[src/rtl/lut_linear_interpolator_macros.svh]
`ifndef LUT_LINEAR_INTERPOLATOR_MACROS_SVH
`define LUT_LINEAR_INTERPOLATOR_MACROS_SVH

// Assertion helpers. Each expects clk and arst_n in scope.

`define LLI_ASSERT_ALWAYS(label, expr, msg) \
	label: assert property (@(posedge clk) disable iff (!arst_n) (expr)) else $error(msg);

`define LLI_ASSERT_IMPLY(label, ante, cons, msg) \
	label: assert property (@(posedge clk) disable iff (!arst_n) (ante) |-> (cons)) \
		else $error(msg);

`define LLI_ASSERT_NEXT(label, ante, cons, msg) \
	label: assert property (@(posedge clk) disable iff (!arst_n) (ante) |=> (cons)) \
		else $error(msg);

`endif

[src/rtl/lli_pkg.sv]
`default_nettype none

package lli_pkg;

	localparam int XW = 20;
	localparam int YW = 8;
	localparam int DyW = YW + 1;
	localparam int OutW = 24;
	localparam int TableDepth = 30;
	localparam int IdxW = $clog2(TableDepth);
	localparam int QueueDepth = 2;

	localparam int DefPointCount = 30;
	localparam int DefFractionBits = 16;

	localparam logic signed [OutW-1:0] TempMax = 24'sh7F_FFFF;
	localparam logic signed [OutW-1:0] TempMin = 24'sh80_0000;

	typedef struct packed {
		logic [XW-1:0] x;
		logic signed [YW-1:0] y;
	} cal_point_t;

	// Calibration points, resistance ascending.
	localparam cal_point_t CalTable [TableDepth] = '{
		'{20'd387, 8'sd120}, '{20'd443, 8'sd115}, '{20'd508, 8'sd110},
		'{20'd584, 8'sd105}, '{20'd674, 8'sd100}, '{20'd782, 8'sd95},
		'{20'd909, 8'sd90}, '{20'd1062, 8'sd85}, '{20'd1246, 8'sd80},
		'{20'd1473, 8'sd75}, '{20'd1738, 8'sd70}, '{20'd2066, 8'sd65},
		'{20'd2468, 8'sd60}, '{20'd2963, 8'sd55}, '{20'd3588, 8'sd50},
		'{20'd4341, 8'sd45}, '{20'd5298, 8'sd40}, '{20'd6504, 8'sd35},
		'{20'd8034, 8'sd30}, '{20'd10000, 8'sd25}, '{20'd12499, 8'sd20},
		'{20'd15751, 8'sd15}, '{20'd19993, 8'sd10}, '{20'd25570, 8'sd5},
		'{20'd32960, 8'sd0}, '{20'd42834, -8'sd5}, '{20'd56142, -8'sd10},
		'{20'd74238, -8'sd15}, '{20'd99077, -8'sd20}, '{20'd133500, -8'sd25}
	};

	// One classified item handed from the segment search to the divider.
	typedef struct packed {
		logic hit;
		logic signed [YW-1:0] y0;
		logic signed [DyW-1:0] dy;
		logic [XW-1:0] off;
		logic [XW-1:0] span;
	} seg_item_t;

	typedef enum logic [1:0] {
		F_IDLE,
		F_SEARCH,
		F_PUSH
	} front_state_t;

	typedef enum logic [1:0] {
		B_IDLE,
		B_DIVIDE,
		B_MULTIPLY,
		B_FINISH
	} back_state_t;

endpackage

`default_nettype wire

[src/rtl/lli_queue.sv]
`default_nettype none
`include "lut_linear_interpolator_macros.svh"

module lli_queue
	import lli_pkg::*;
#(
	parameter int Width = 8,
	parameter int Depth = QueueDepth
) (
	input wire logic clk,
	input wire logic arst_n,
	input wire logic wr_valid,
	output logic wr_ready,
	input wire logic [Width-1:0] wr_data,
	output logic rd_valid,
	input wire logic rd_ready,
	output logic [Width-1:0] rd_data
);

	localparam int PtrW = (Depth > 1) ? $clog2(Depth) : 1;
	localparam int CntW = $clog2(Depth + 1);
	localparam logic [PtrW-1:0] LastPtr = PtrW'(Depth - 1);
	localparam logic [CntW-1:0] FullCnt = CntW'(Depth);

	logic [Width-1:0] slot_q [Depth];
	logic [PtrW-1:0] wr_ptr_q;
	logic [PtrW-1:0] rd_ptr_q;
	logic [CntW-1:0] count_q;
	logic push;
	logic pop;

	assign wr_ready = (count_q != FullCnt);
	assign rd_valid = (count_q != '0);
	assign rd_data = slot_q[rd_ptr_q];
	assign push = wr_valid && wr_ready;
	assign pop = rd_valid && rd_ready;

	always_ff @(posedge clk or negedge arst_n) begin
		if (!arst_n) begin
			wr_ptr_q <= '0;
			rd_ptr_q <= '0;
			count_q <= '0;
		end else begin
			if (push) begin
				wr_ptr_q <= (wr_ptr_q == LastPtr) ? '0 : wr_ptr_q + 1'b1;
			end
			if (pop) begin
				rd_ptr_q <= (rd_ptr_q == LastPtr) ? '0 : rd_ptr_q + 1'b1;
			end
			if (push && !pop) begin
				count_q <= count_q + 1'b1;
			end else if (pop && !push) begin
				count_q <= count_q - 1'b1;
			end
		end
	end

	always_ff @(posedge clk) begin
		if (push) begin
			slot_q[wr_ptr_q] <= wr_data;
		end
	end

	`LLI_ASSERT_ALWAYS(a_count_bound, count_q <= FullCnt, "queue count beyond depth")
	`LLI_ASSERT_NEXT(a_count_grows, push && !pop, count_q == $past(count_q) + 1'b1, "queue count did not grow on push")

endmodule

`default_nettype wire

[src/rtl/lli_front.sv]
`default_nettype none
`include "lut_linear_interpolator_macros.svh"

module lli_front
	import lli_pkg::*;
#(
	parameter int POINT_COUNT = DefPointCount
) (
	input wire logic clk,
	input wire logic arst_n,
	input wire logic in_valid,
	output logic in_ready,
	input wire logic [XW-1:0] resistance,
	output logic push_valid,
	input wire logic push_ready,
	output seg_item_t push_item
);

	localparam int ActivePoints = (POINT_COUNT < TableDepth) ? POINT_COUNT : TableDepth;
	localparam logic [IdxW-1:0] LastSeg = IdxW'(ActivePoints - 2);

	front_state_t state_q, state_d;
	logic [XW-1:0] x_q;
	logic [IdxW-1:0] idx_q;
	logic [IdxW-1:0] idx_next;
	seg_item_t item_q;
	seg_item_t item_d;
	cal_point_t p0;
	cal_point_t p1;
	logic seg_hit;
	logic search_done;

	// The segment under test is idx_q .. idx_q + 1; one segment per cycle.
	assign idx_next = idx_q + 1'b1;
	assign p0 = CalTable[idx_q];
	assign p1 = CalTable[idx_next];
	assign seg_hit = (p0.x <= x_q) && (x_q <= p1.x);
	assign search_done = seg_hit || (idx_q == LastSeg);
	assign push_item = item_q;

	always_comb begin
		item_d = '0;
		item_d.hit = seg_hit;
		if (seg_hit) begin
			item_d.y0 = p0.y;
			item_d.dy = DyW'(p1.y) - DyW'(p0.y);
			item_d.off = x_q - p0.x;
			item_d.span = p1.x - p0.x;
		end
	end

	always_ff @(posedge clk or negedge arst_n) begin
		if (!arst_n) begin
			state_q <= F_IDLE;
		end else begin
			state_q <= state_d;
		end
	end

	always_comb begin
		state_d = state_q;
		in_ready = 1'b0;
		push_valid = 1'b0;
		unique case (state_q)
			F_IDLE: begin
				in_ready = 1'b1;
				if (in_valid) begin
					state_d = F_SEARCH;
				end
			end
			F_SEARCH: begin
				if (search_done) begin
					state_d = F_PUSH;
				end
			end
			F_PUSH: begin
				push_valid = 1'b1;
				if (push_ready) begin
					state_d = F_IDLE;
				end
			end
			default: begin
				state_d = F_IDLE;
			end
		endcase
	end

	always_ff @(posedge clk) begin
		if (state_q == F_IDLE && in_valid) begin
			x_q <= resistance;
			idx_q <= '0;
		end else if (state_q == F_SEARCH) begin
			if (search_done) begin
				item_q <= item_d;
			end else begin
				idx_q <= idx_next;
			end
		end
	end

	`LLI_ASSERT_IMPLY(a_idx_in_table, state_q == F_SEARCH, idx_q <= LastSeg, "segment index past last segment")

endmodule

`default_nettype wire

[src/rtl/lli_back.sv]
`default_nettype none
`include "lut_linear_interpolator_macros.svh"

module lli_back
	import lli_pkg::*;
#(
	parameter int FRACTION_BITS = DefFractionBits
) (
	input wire logic clk,
	input wire logic arst_n,
	input wire logic pop_valid,
	output logic pop_ready,
	input wire seg_item_t pop_item,
	output logic out_valid,
	input wire logic out_ready,
	output logic signed [OutW-1:0] temperature_q16,
	output logic in_range
);

	localparam int F = FRACTION_BITS;
	localparam int QW = F + 1;
	localparam int ProdW = DyW + QW + 1;
	localparam int SumW = F + 12;
	localparam int StepW = $clog2(F);
	localparam logic [StepW-1:0] LastStep = StepW'(F - 1);
	localparam logic signed [SumW-1:0] SatMax = SumW'(TempMax);
	localparam logic signed [SumW-1:0] SatMin = SumW'(TempMin);

	back_state_t state_q, state_d;
	seg_item_t item_q;
	logic [XW:0] rem_q;
	logic [QW-1:0] quo_q;
	logic [StepW-1:0] step_q;
	logic signed [ProdW-1:0] prod_q;
	logic out_valid_q;
	logic signed [OutW-1:0] temp_q;
	logic in_range_q;

	logic out_load;
	logic [XW:0] rem2;
	logic [XW:0] span_ext;
	logic trial;
	logic signed [QW:0] quo_signed;
	logic signed [SumW-1:0] base;
	logic signed [SumW-1:0] sum;
	logic signed [OutW-1:0] sat;

	// Restoring division: the remainder stays below the span, so doubling
	// it fits in one more bit than the span.
	assign span_ext = {1'b0, item_q.span};
	assign rem2 = {rem_q[XW-1:0], 1'b0};
	assign trial = (item_q.span != '0) && (rem2 >= span_ext);
	assign quo_signed = signed'({1'b0, quo_q});

	assign base = SumW'(item_q.y0) <<< F;
	assign sum = base + SumW'(prod_q);

	always_comb begin
		if (sum > SatMax) begin
			sat = TempMax;
		end else if (sum < SatMin) begin
			sat = TempMin;
		end else begin
			sat = sum[OutW-1:0];
		end
	end

	assign out_valid = out_valid_q;
	assign temperature_q16 = temp_q;
	assign in_range = in_range_q;

	always_ff @(posedge clk or negedge arst_n) begin
		if (!arst_n) begin
			state_q <= B_IDLE;
			out_valid_q <= 1'b0;
		end else begin
			state_q <= state_d;
			if (out_load) begin
				out_valid_q <= 1'b1;
			end else if (out_ready) begin
				out_valid_q <= 1'b0;
			end
		end
	end

	always_comb begin
		state_d = state_q;
		pop_ready = 1'b0;
		out_load = 1'b0;
		unique case (state_q)
			B_IDLE: begin
				pop_ready = 1'b1;
				if (pop_valid) begin
					state_d = pop_item.hit ? B_DIVIDE : B_FINISH;
				end
			end
			B_DIVIDE: begin
				if (step_q == LastStep) begin
					state_d = B_MULTIPLY;
				end
			end
			B_MULTIPLY: begin
				state_d = B_FINISH;
			end
			B_FINISH: begin
				if (!out_valid_q || out_ready) begin
					out_load = 1'b1;
					state_d = B_IDLE;
				end
			end
			default: begin
				state_d = B_IDLE;
			end
		endcase
	end

	always_ff @(posedge clk) begin
		if (state_q == B_IDLE && pop_valid) begin
			item_q <= pop_item;
			step_q <= '0;
			// A resistance on the upper end of a segment gives a whole quotient of one.
			if (pop_item.span != '0 && pop_item.off == pop_item.span) begin
				quo_q <= QW'(1);
				rem_q <= '0;
			end else begin
				quo_q <= '0;
				rem_q <= {1'b0, pop_item.off};
			end
		end else if (state_q == B_DIVIDE) begin
			rem_q <= trial ? rem2 - span_ext : rem2;
			quo_q <= {quo_q[QW-2:0], trial};
			step_q <= step_q + 1'b1;
		end else if (state_q == B_MULTIPLY) begin
			prod_q <= item_q.dy * quo_signed;
		end
		if (out_load) begin
			temp_q <= item_q.hit ? sat : '0;
			in_range_q <= item_q.hit;
		end
	end

	`LLI_ASSERT_IMPLY(a_rem_below_span, state_q == B_DIVIDE && item_q.span != '0, rem_q < span_ext, "divider remainder not below span")
	`LLI_ASSERT_IMPLY(a_miss_is_zero, out_valid_q && !in_range_q, temp_q == '0, "out-of-range result not zero")

endmodule

`default_nettype wire

[src/rtl/lut_linear_interpolator.sv]
// Resistance to temperature converter by piecewise-linear table interpolation.
//
// Input channel s_*: one item per measured resistance (ohms, 20 bits unsigned).
// Output channel m_*: one item per input, in order: the temperature in signed
// fixed point with FRACTION_BITS fractional bits, and in_range on tuser. A
// resistance outside the table gives temperature 0 with in_range low.
//
// The search tests one segment per cycle. A hit in segment k (0 to 28) then
// passes the queue, the one-bit-per-cycle divider, the multiply and the output
// register before m_tvalid rises. An item outside the table skips the divider
// and the multiply. The search and the divider run side by side through a
// two-item queue, so the search can take a new item while the divider still
// works on an earlier one.
//
// Reset empties the queue and drops m_tvalid. When the receiver stalls, the
// result is held on m_tdata/m_tuser, one more item waits finished in the
// divider, two sit in the queue and the search holds one; s_tready then stays
// low until m_tready frees a place.
`default_nettype none

module lut_linear_interpolator
	import lli_pkg::*;
#(
	parameter int POINT_COUNT = DefPointCount,
	parameter int FRACTION_BITS = DefFractionBits
) (
	input wire logic clk,
	input wire logic arst_n,
	input wire logic s_tvalid,
	output logic s_tready,
	input wire logic [23:0] s_tdata,   // [19:0] resistance
	output logic m_tvalid,
	input wire logic m_tready,
	output logic [23:0] m_tdata,       // [23:0] temperature_q16
	output logic [0:0] m_tuser         // [0] in_range
);

	logic push_valid;
	logic push_ready;
	seg_item_t push_item;
	logic pop_valid;
	logic pop_ready;
	seg_item_t pop_item;
	logic signed [OutW-1:0] temperature_q16;
	logic in_range;

	lli_front #(
		.POINT_COUNT(POINT_COUNT)
	) u_front (
		.clk(clk),
		.arst_n(arst_n),
		.in_valid(s_tvalid),
		.in_ready(s_tready),
		.resistance(s_tdata[XW-1:0]),
		.push_valid(push_valid),
		.push_ready(push_ready),
		.push_item(push_item)
	);

	lli_queue #(
		.Width($bits(seg_item_t)),
		.Depth(QueueDepth)
	) u_queue (
		.clk(clk),
		.arst_n(arst_n),
		.wr_valid(push_valid),
		.wr_ready(push_ready),
		.wr_data(push_item),
		.rd_valid(pop_valid),
		.rd_ready(pop_ready),
		.rd_data(pop_item)
	);

	lli_back #(
		.FRACTION_BITS(FRACTION_BITS)
	) u_back (
		.clk(clk),
		.arst_n(arst_n),
		.pop_valid(pop_valid),
		.pop_ready(pop_ready),
		.pop_item(pop_item),
		.out_valid(m_tvalid),
		.out_ready(m_tready),
		.temperature_q16(temperature_q16),
		.in_range(in_range)
	);

	assign m_tdata = temperature_q16;
	assign m_tuser = in_range;

endmodule

`default_nettype wire

[config.mk]
export PLATFORM = sky130hd
export DESIGN_NAME = lut_linear_interpolator
export DESIGN_NICKNAME = d
export VERILOG_FILES = /design/src/rtl/lli_pkg.sv /design/src/rtl/lli_queue.sv /design/src/rtl/lli_front.sv /design/src/rtl/lli_back.sv /design/src/rtl/lut_linear_interpolator.sv
export VERILOG_INCLUDE_DIRS = /design/src /design/src/rtl
export SDC_FILE = /design/constraint.sdc
export NUM_CORES = 1
export LEC_CHECK = 0
export ABC_AREA = 1
export BUFFER_PORTS_ARGS = -buffer_cell sky130_fd_sc_hd__buf_2
export CAP_MARGIN = 20
export CORE_MARGIN = 2
export CORE_UTILIZATION = 50
export CTS_CLUSTER_DIAMETER = 200
export DETAILED_ROUTE_END_ITERATION = 6
export HOLD_SLACK_MARGIN = 0.1
export PLACE_DENSITY = 0.75
export SLEW_MARGIN = 40
export SYNTH_ARGS = -nofsm -noshare
export SYNTH_HDL_FRONTEND = slang
export SYNTH_SLANG_ARGS = --single-unit
[constraint.sdc]
create_clock -name clk -period 4.6 [get_ports clk]
set_input_delay 0.46 -clock clk [delete_from_list [all_inputs] [get_ports clk]]
set_output_delay 0.46 -clock clk [all_outputs]
set_load 0.02 [all_outputs]
# Word-level counts from Yosys, hierarchy flattened
# Memories as Yosys holds them, arrays and structs flattened.
# Index checks and enable logic that the tools add are counted.
[totals] wordCells=131 output_inout_bits=27 mem_bits_rw=116 n_memories=3 ff_bits=223 input_bits=28 rom_bits=1792
[mem_list] memory="(name not given)" depth=32 word_bits=28 rd=1 rd_clocked_by_memory_dff=0 write_ports=0 line_no="lli_front.sv:35" text="assign p0 = CalTable[idx_q];"
[mem_list] memory="(name not given)" depth=32 word_bits=28 rd=1 rd_clocked_by_memory_dff=0 write_ports=0 line_no="lli_front.sv:36" text="assign p1 = CalTable[idx_next];"
[mem_list] memory="u_queue.slot_q" depth=2 word_bits=58 rd=1 rd_clocked_by_memory_dff=0 write_ports=1 line_no="lli_queue.sv:25" text="logic [Width-1:0] slot_q [Depth];"
[op_classes] eq_ne=15 mux=35 multipliers=1 bitwise_logic=7 addsub=11 reduce_logical=28 n_lt_le_gt_ge=7
[ops] cell="2-to-1 mux 28 bit" count=4
[ops] cell="2-to-1 mux 20 bit" count=4
[ops] cell="subtractor 20 bit" count=3
[ops] cell="<= comparator 20 bit" count=2
[ops] cell="nonzero test 20 bit" count=2
[ops] cell="2-to-1 mux 17 bit" count=2
[ops] cell="adder 24 x 27 -> 28 bit" count=1
[ops] cell="greater-than comparator 28 x 24 -> 1 bit, second input constant" count=1
[ops] cell="less-than comparator 28 x 24 -> 1 bit, second input constant" count=1
[ops] cell="multiplier 9 x 18 -> 27 bit" count=1
[ops] cell="2-to-1 mux 24 bit" count=1
[ops] cell="2-to-1 mux 23 bit" count=1
[ops] cell=">= comparator 21 x 20 -> 1 bit" count=1
[ops] cell="== test 20 bit" count=1
[ops] cell="2-to-1 mux 2 bit" count=9
[ops] cell=">= comparator 6 bit, second input constant" count=2
[ops] cell="2-to-1 mux 1 bit" count=12
[ops] cell="NOT 5 -> 6 bit" count=2
[ops] cell="AND reduction 3 bit" count=4
[ops] cell="inequality test 2 x 1 -> 1 bit, second input constant" count=5
[ops] cell="logical AND 1 bit" count=9
[ops] cell="subtractor 8 x 8 -> 9 bit" count=1
[ops] cell="one-hot mux 2 bit (4 select lines)" count=1
[ops] cell="nonzero test 2 bit" count=4
[ops] cell="other kinds (17)" count=30

# Logic depth before layout (Yosys ltp)
# Gate-level depths: netlist of run 1.
[depth] depth_word=10 ltp_mapped=27 ltp_nobuf=25

# Cells and area by module
# Synthesis of run 1 repeated with hierarchy kept, for this count alone.
[hier_totals] cells_unflattened=2783 area_unflattened_um2=24482.2
[modules_own_cells] module="lli_back" area_each_um2=12512.0 instances=1 seq_area_each_um2=3968.8 cells_per_inst=1464
[modules_own_cells] module="lli_front" area_each_um2=7527.2 instances=1 seq_area_each_um2=2492.4 cells_per_inst=987
[modules_own_cells] module="lli_queue" area_each_um2=4443.0 instances=1 seq_area_each_um2=3583.4 cells_per_inst=332

# Worst setup path after synthesis of run 1
# No wires, ideal clock.
[synth_timing] kind="flip-flop to flip-flop" start="register u_front.idx_q[0]" end="register u_front.item_q, in the netlist u_front.push_item[0], enable pin" path_stages_with_launch=26 t_arrival_ns=4.571 t_required_ns=4.188 path_buffers=4 period_less_slack_ns=4.983 setup_time_ns=0.412 slack_ns=-0.383 path_cell_list="dfxtp_1 -> buf_2 -> inv_1 -> clkbuf_1 -> ha_1 -> clkbuf_1 -> nor2_1 -> inv_1 -> nor2_1 -> o21ai_0 -> nand2_1 -> inv_1 -> nor2_1 -> a21oi_1 -> inv_1 -> ha_1 -> nand2_1 -> nor2_1 -> and2_1 -> nand4_1 -> nand2_1 -> nand2_1 -> buf_2 -> nand2_1 -> nand2_1 -> inv_1"
[synth_via] elab_chain_cells=9 word_cells_on_any_way=15 classes_between="add/sub (1); order compare (2); eq/ne (1); mux (4); bitwise (2); reduce/logical (3); memory (2)"
[synth_rtl] element="start: declaration" line_no="lli_front.sv:24" text="logic [IdxW-1:0] idx_q;"
[synth_rtl] element="start signal: assignment" line_no="lli_front.sv:96" text="idx_q <= idx_next;"
[synth_rtl] element="adder 5 x 1 -> 5 bit" line_no="lli_front.sv:34" text="assign idx_next = idx_q + 1'b1;"
[synth_rtl] element="via u_front.idx_next[0]" line_no="lli_front.sv:25" text="logic [IdxW-1:0] idx_next;"
[synth_rtl] element="NOT 5 -> 6 bit (implied by the code)" line_no="lli_front.sv:36"
[synth_rtl] element="memory (32 x 28 bit)"
[synth_rtl] element="2-to-1 mux 28 bit (implied by the code) (2 in series)" line_no="lli_front.sv:36"
[synth_rtl] element="<= comparator 20 bit" line_no="lli_front.sv:37" text="assign seg_hit = (p0.x <= x_q) && (x_q <= p1.x);"
[synth_rtl] element="logical AND 1 bit" line_no="lli_front.sv:37"
[synth_rtl] element="logical OR 1 bit" line_no="lli_front.sv:38" text="assign search_done = seg_hit || (idx_q == LastSeg);"
[synth_rtl] element="AND reduction 3 bit (no source line)"
[synth_rtl] element="end signal: assignment" line_no="lli_front.sv:94" text="item_q <= item_d;"
[synth_rtl] element="end: declaration" line_no="lli_front.sv:26" text="seg_item_t item_q;"
# The timed path passes the listed nets, and every way through them passes these cells. The select of a mux whose other input is x is not followed.
# A chain may end at the register's enable or synchronous reset.

# Worst setup path in the final report of run 1
[layout_timing] start="register u_back.item_q[45] (netlist bit)" end="register u_back.prod_q[23], data pin"
[layout_via] elab_chain_cells=1
[layout_rtl] element="start: declaration" line_no="lli_back.sv:30" text="seg_item_t item_q;"
[layout_rtl] element="start signal: assignment" line_no="lli_back.sv:119" text="item_q <= pop_item;"
[layout_rtl] element="multiplier 9 x 18 -> 27 bit" line_no="lli_back.sv:134" text="prod_q <= item_q.dy * quo_signed;"
[layout_rtl] element="end signal: assignment" line_no="lli_back.sv:134"
[layout_rtl] element="end: declaration" line_no="lli_back.sv:34" text="logic signed [ProdW-1:0] prod_q;"
# No other way between the ends.

==> impl_metrics.yaml, run 1 <==
worst_setup_path:
  cp-start-kind: "flip-flop"
  r2r_cells: 15
  reg2reg_to: "u_back.prod_q[23]"
  cp-end-kind: "flip-flop"
  crit_family: "adder cells"
  worst-path-buf-inv: 3
  cpMostUsedCell: "fa_1"
  max_stage_delay_ns: 0.60
  r2r_setup_slack_ns: -0.05
  critPathRequiredTime_ns: 4.91
  worstPathArrival_ns: 4.96
  crit_type: "flip-flop to flip-flop"
  critical-path-slowest-cell: "fa_1"
  crit_chain: "buf_4 > clkbuf_16 > nand2_1 > inv_1 > fa_1 > fa_1 > fa_1 > fa_1 > ha_4 > ha_4 > a21oi_4 > o21ai_0 > a31oi_1 > nand3_2 > xor2_2"
  rr_startpoint: "u_back.item_q[45]"
  critPathMaxFanout: 8
synth:
  syn_area_per_cell_um2: 8.63
  synth-seq-area-share: 0.410
  synth_adder_area_share: 0.185
  synthFlopType: "edfxtp_1"
  syn_area_mm2: 0.0245
  synth_edf_count: 321
  yosysUniqueCellTypes: 55
  ys.warnings.count: 0
  ys_ff_latch: 339
  synth_cells: 2841
  synth_top_family_by_area: "simple AND/OR/NAND/NOR gates"
  yosys-top-cells-area: "edfxtp_1 (39%), nand2_1 (10%), ha_1 (9.4%)"
  synth_largest_area_cell: "edfxtp_1"
  netlist_top_cells_count: "nand2_1 (675), inv_1 (477), edfxtp_1 (321)"
  synth_compound_area_frac: 0.0890
  syn-num-nets: 3164
  yosys.area_share.simple: 0.199
  yosysMostFrequentCell: "nand2_1"
  synth_xor_area_frac: 0.0239
  synth_top_area_frac: 0.393
  synth.area.mux_share: 0.000817
  synthArstFlopShare: 0.0265
clock_tree:
  cts.sinks: 339
  cts_buffers: 37
  clk_latency_ns: 0.56
  cts_tree: "yes"
  h-tree-depth: 2
  clk_path_buf_depth: 3
  clk_pin_slew_worst_paths_ns: 0.06
  root_buffer: "clkbuf_16"
routing:
  dr.pass1.iters: 6
  wl_um: 62400
  drc: 0
  via_count: 19800
  routedWlPerCell_um: 16.9
  ant_nets: 0
  first_iter_violations: 1512
  viasPerCell: 5.37
global_route:
  grtUsageTotal: 0.246
  grt_max_degree: 59
  grt_pass1_wl_um: 99300
  overflow: 0
  antenna_found_initial: 0
  grt_pass1_vias: 19600
sta:
  fin_ws_ns: -0.0502
  rsz0062_at_grt: "true"
  fin_crit_sh: 1.01
  setup_viol: 5
  worst_pin_slew_ns: 0.774
  hold_viol: 0
  fmax_mhz: 215
  fin_crit_ns: 4.65
  skew_ns: 0.0336
  maxSlewHeadroom: 0.484
  slew_viol_final: 0
status:
  violations: "setup timing"
  outcome: "complete, but fails checks"
place:
  port-buffer-count: 50
  dpl-instance-area_mm2: 0.0264
  dp_hpwl_um: 46700
  dp_slack_ns: -0.181
  place.gp.congestion: 0.976
layout:
  drive_gt1_frac: 0.149
  area_growth_pct: 16.9
  nNetsFinal: 3360
  final_area_mm2: 0.0286
  fillerInstances: 4031
  diodes: 0
flow_run:
  maxCapViolations: 0
die:
  initial_core_util: 0.504
  die_w_um: 225
  rows: 81
  die_area_mm2: 0.0508
  die_h_um: 225
  ios: 55
  coreArea_mm2: 0.0486
hold_path:
  holdCritPathClass: "input pin to async pin"
how the worst max path moves through the flow:
stage	slack [ns]	endpoint	start	cells after the start
finish	-0.05	u_back.prod_q[23]	u_back.item_q[45]	15
global route	-0.22	u_back.prod_q[15]	u_back.item_q[42]	20
CTS	-0.01	u_back.prod_q[21]	u_back.item_q[47]	19
detailed placement	-0.18	u_back.prod_q[18]	u_back.item_q[42]	15
global placement	-0.11	u_back.prod_q[18]	u_back.item_q[48]	15
floorplan	-0.007	u_back.prod_q[24]	u_back.item_q[48]	18
per-stage QoR:
step	util	cells	setup TNS [ns]	hold WS [ns]
floorplan	-	2841	-0.00676	0.164
global placement	0.542	3572	-0.376	0.342
detailed placement	0.542	3572	-1.15	0.353
CTS	0.579	3678	-0.0368	0.295
global route	0.589	3686	-1.90	0.331
finish	0.589	3686	-0.151	0.311
metal layers:
metal / up-vias / GRT usage / part of all wire
li1: 9614 / - / -
met1: 9338 / 0.327 / 0.42
met2: 704 / 0.417 / 0.48
met3: 137 / 0.0259 / 0.058
met4: 0 / 0.0949 / 0.037
met5: - / 0 / 0
sequential cells by signal, indices dropped and copies added (netlist names):
register	count
u_queue.wr_ptr_q	1
u_queue.rd_ptr_q	1
u_queue.slot_q	116
u_back.quo_q	17
u_back.state_q	2
u_back.base	8
u_back.step_q	4
u_front.push_item	58
u_back.prod_q	27
u_front.idx_q	5
u_back.out_valid	1
u_back.in_range	1
u_back.item_q	30
u_back.temperature_q16	24
u_front.state_q	2
u_front.x_q	20
u_queue.count_q	2
u_back.rem_q	20
final cells by class:
type                    instances  area, um^2  area share
flip-flops and latches        339       10000       0.351
clock inverters                25         211     0.00738
well taps                     622         778      0.0272
clock buffers                  41         962      0.0336
repair buffers                248        1900      0.0663
inverters                     483        1820      0.0636
multi-input cells            1928       12900       0.451
worst reg2reg max path, stage by stage (launching register included):
cell	delay, ns
edfxtp_1	0.43
buf_4	0.17
clkbuf_16	0.16
nand2_1	0.07
inv_1	0.05
fa_1	0.56
fa_1	0.45
fa_1	0.48
fa_1	0.60
ha_4	0.23
ha_4	0.28
a21oi_4	0.18
o21ai_0	0.17
a31oi_1	0.27
nand3_2	0.14
xor2_2	0.18
layout by cell type, fill, tap and decap left out, drive strengths merged, types with 10 or more instances in the layout:
master,n
ha,184
inv,480
nor4,10
xor2,43
nand3,112
a21oi,158
clkbuf,42
xnor2,24
a21o,10
edfxtp,321
nor2,275
o21bai,13
fa,111
dlygate4sd3,21
buf,226
o21ai,157
nand2,695
nor3,26
nand4,35
or2,13
clkinv,18
repair_timing:
item,in CTS,in global routing
pin swaps,21,50
hold buffers,21,0
hold endpoints to repair,29,0
resized for setup,47,84
buffers inserted,19,7
gates cloned,1,1
endpoints found under the setup margin,13,117
cells by family after synthesis:
kind of cell | after synthesis
simple gates | 1178
xor+xnor | 67
flops | 339
buf+inv | 574
mux | 2
fa+ha+maj | 295
compound gates | 386
Power of run 1 is left out: the tool's default activity adds up to more than one toggle a clock period on the data nets, which glitch-free logic cannot reach.
==> run 2: changes to the inputs <==
--- a/config.mk
+++ b/config.mk
@@ -6,15 +6,16 @@
 export SDC_FILE = /design/constraint.sdc
 export NUM_CORES = 1
 export LEC_CHECK = 0
-export ABC_AREA = 1
 export BUFFER_PORTS_ARGS = -buffer_cell sky130_fd_sc_hd__buf_2
 export CAP_MARGIN = 20
 export CORE_MARGIN = 2
 export CORE_UTILIZATION = 50
 export CTS_CLUSTER_DIAMETER = 200
 export DETAILED_ROUTE_END_ITERATION = 6
+export GPL_TIMING_DRIVEN = 0
 export HOLD_SLACK_MARGIN = 0.1
 export PLACE_DENSITY = 0.75
+export SKIP_CTS_REPAIR_TIMING = 1
 export SLEW_MARGIN = 40
 export SYNTH_ARGS = -nofsm -noshare
 export SYNTH_HDL_FRONTEND = slang
==> impl_metrics.yaml, run 2 <==
flow_run:
  maxCapViolations: 0
layout:
  layout_common_cells: "edfxtp_1 (321), ha_1 (160), nand2_1 (159)"
  drive_gt1_frac: 0.176
  largest_register_ffs: 116
  diodes: 0
  fillerInstances: 3548
  nNetsFinal: 2608
  regMostFlops: "u_queue.slot_q"
  area_growth_pct: 17.6
  final_area_mm2: 0.0273
  final_common_cell: "edfxtp_1"
  final_util: 0.599
clock_tree:
  clk_path_buf_depth: 3
  clk_latency_ns: 0.54
  cts_buffers: 37
  clk_pin_slew_worst_paths_ns: 0.06
  root_buffer: "clkbuf_16"
  cts.sinks: 339
  cts_tree: "yes"
  h-tree-depth: 2
worst_setup_path:
  cp-start-kind: "flip-flop"
  max_stage_delay_ns: 0.56
  critical-path-slowest-cell: "edfxtp_1"
  crit_type: "flip-flop to flip-flop"
  r2r_setup_slack_ns: -0.66
  worst-path-buf-inv: 2
  critPathRequiredTime_ns: 4.90
  crit_chain: "buf_6 > nand2_2 > fa_1 > fa_1 > inv_1 > fa_1 > fa_1 > fa_2 > ha_4 > and3_4 > a221oi_4 > o221ai_2 > a31oi_2 > a21oi_2 > a211o_1 > a21oi_2 > xnor2_1"
  critPathMaxFanout: 7
  cp-end-kind: "flip-flop"
  worstPathArrival_ns: 5.55
  cpMostUsedCell: "fa_1"
  crit_family: "adder cells"
routing:
  first_iter_violations: 1333
  drc: 0
  routedWlPerCell_um: 19.9
  via_count: 17000
  dr.pass1.iters: 6
  ant_nets: 0
  wl_um: 58100
  viasPerCell: 5.85
synth:
  syn_area_per_cell_um2: 11.0
  synth_cells: 2116
  yosys-top-cells-area: "edfxtp_1 (42%), ha_1 (9.9%), fa_1 (9.6%)"
  synth_edf_count: 321
  synth_top_area_frac: 0.415
  synth_largest_area_cell: "edfxtp_1"
  synth-seq-area-share: 0.433
  ys.warnings.count: 0
  syn_area_mm2: 0.0232
  ys_ff_latch: 339
  netlist_top_cells_count: "edfxtp_1 (321), ha_1 (184), nand2_1 (169)"
  syn-num-nets: 2439
  synthFlopType: "edfxtp_1"
  yosysMostFrequentCell: "edfxtp_1"
  yosysUniqueCellTypes: 82
  synthArstFlopShare: 0.0265
place:
  dp_slack_ns: -1.52
  port-buffer-count: 50
  dpl-instance-area_mm2: 0.0248
  place.gp.congestion: 0.966
  dp_hpwl_um: 43800
global_route:
  overflow: 0
  grt_pass1_vias: 16400
  antenna_found_initial: 0
  grtUsageTotal: 0.236
  grt_pass1_wl_um: 88800
  grt_max_degree: 43
die:
  initial_core_util: 0.509
  coreArea_mm2: 0.0456
  rows: 78
  die_area_mm2: 0.0482
  die_w_um: 219
  ios: 55
  die_h_um: 219
status:
  outcome: "complete, but fails checks"
  violations: "setup timing"
hold_path:
  holdCritPathClass: "input pin to flip-flop"
sta:
  fin_crit_ns: 5.26
  skew_ns: 0.0312
  fmax_mhz: 190
  fin_ws_ns: -0.657
  worst_pin_slew_ns: 0.812
  setup_viol: 14
  hold_viol: 0
  maxSlewHeadroom: 0.459
  slew_viol_final: 0
  fin_crit_sh: 1.14
  rsz0062_at_grt: "true"
  final.setup.tns_ns: -5.10
## run 2: cell count changes after synthesis, sizes merged, moves of 39 or more
cell   delta
nand2   -526
inv     -316
nor2    -134
and2     +97
nand3    -83
o21ai    -67
a21oi    -58
a21o     +52
mux2i    +42
xnor2    +39
## run 2: tightest hold or removal path, stage by stage
cell and delay [ns]:
buf_2 0.08, nand2b_1 0.11, nand2b_1 0.06
## run 2: final timing paths
path / start / endpoint / cells past startpoint
setup / recovery: u_back.item_q[44] / u_back.prod_q[25] / 17
hold / removal: m_tready / u_back.out_valid / 3
setup reg to reg: u_back.item_q[44] / u_back.prod_q[25] / 17
hold reg to reg: u_front.push_item[50] / u_queue.slot_q[0][50] / 0
max in group asynchronous: arst_n / u_front.state_q[0] / 2
min in group asynchronous: arst_n / u_queue.rd_ptr_q / 2
## run 2: kinds of logic after synthesis
family,share of synthesized area
AO/OA/AOI/OAI,0.120
XOR/XNOR,0.0423
adder cells (fa/ha/maj),0.195
buffers and inverters,0.0442
flip-flops,0.433
multiplexers,0.0376
AND/OR/NAND/NOR,0.127
## run 2: per-layer routing
layer | GRT usage | vias up | wire length, um
li1 | - | 7914 | -
met1 | 0.309 | 8285 | 24200
met2 | 0.396 | 680 | 28000
met3 | 0.0262 | 161 | 3120
met4 | 0.107 | 0 | 2750
met5 | 0 | - | 0
## run 2: per-stage QoR
step / instances / hold WS, ns
after floorplan: 2116 / 0.164
after global placement: 2766 / 0.353
after detailed placement: 2773 / 0.368
after CTS: 2840 / -0.207
after global routing: 2913 / 0.239
final: 2913 / 0.221
## run 2: layout make-up
class	instances	area, um^2	area share
clock buffers	45	998	0.0366
repair buffers	136	1090	0.0400
multi-input cells	1518	12900	0.474
inverters	170	658	0.0241
clock inverters	22	254	0.00930
flip-flops and latches	339	10100	0.368
plain buffers	83	567	0.0208
well taps	600	751	0.0275
Power of run 2 is left out for the same reason.
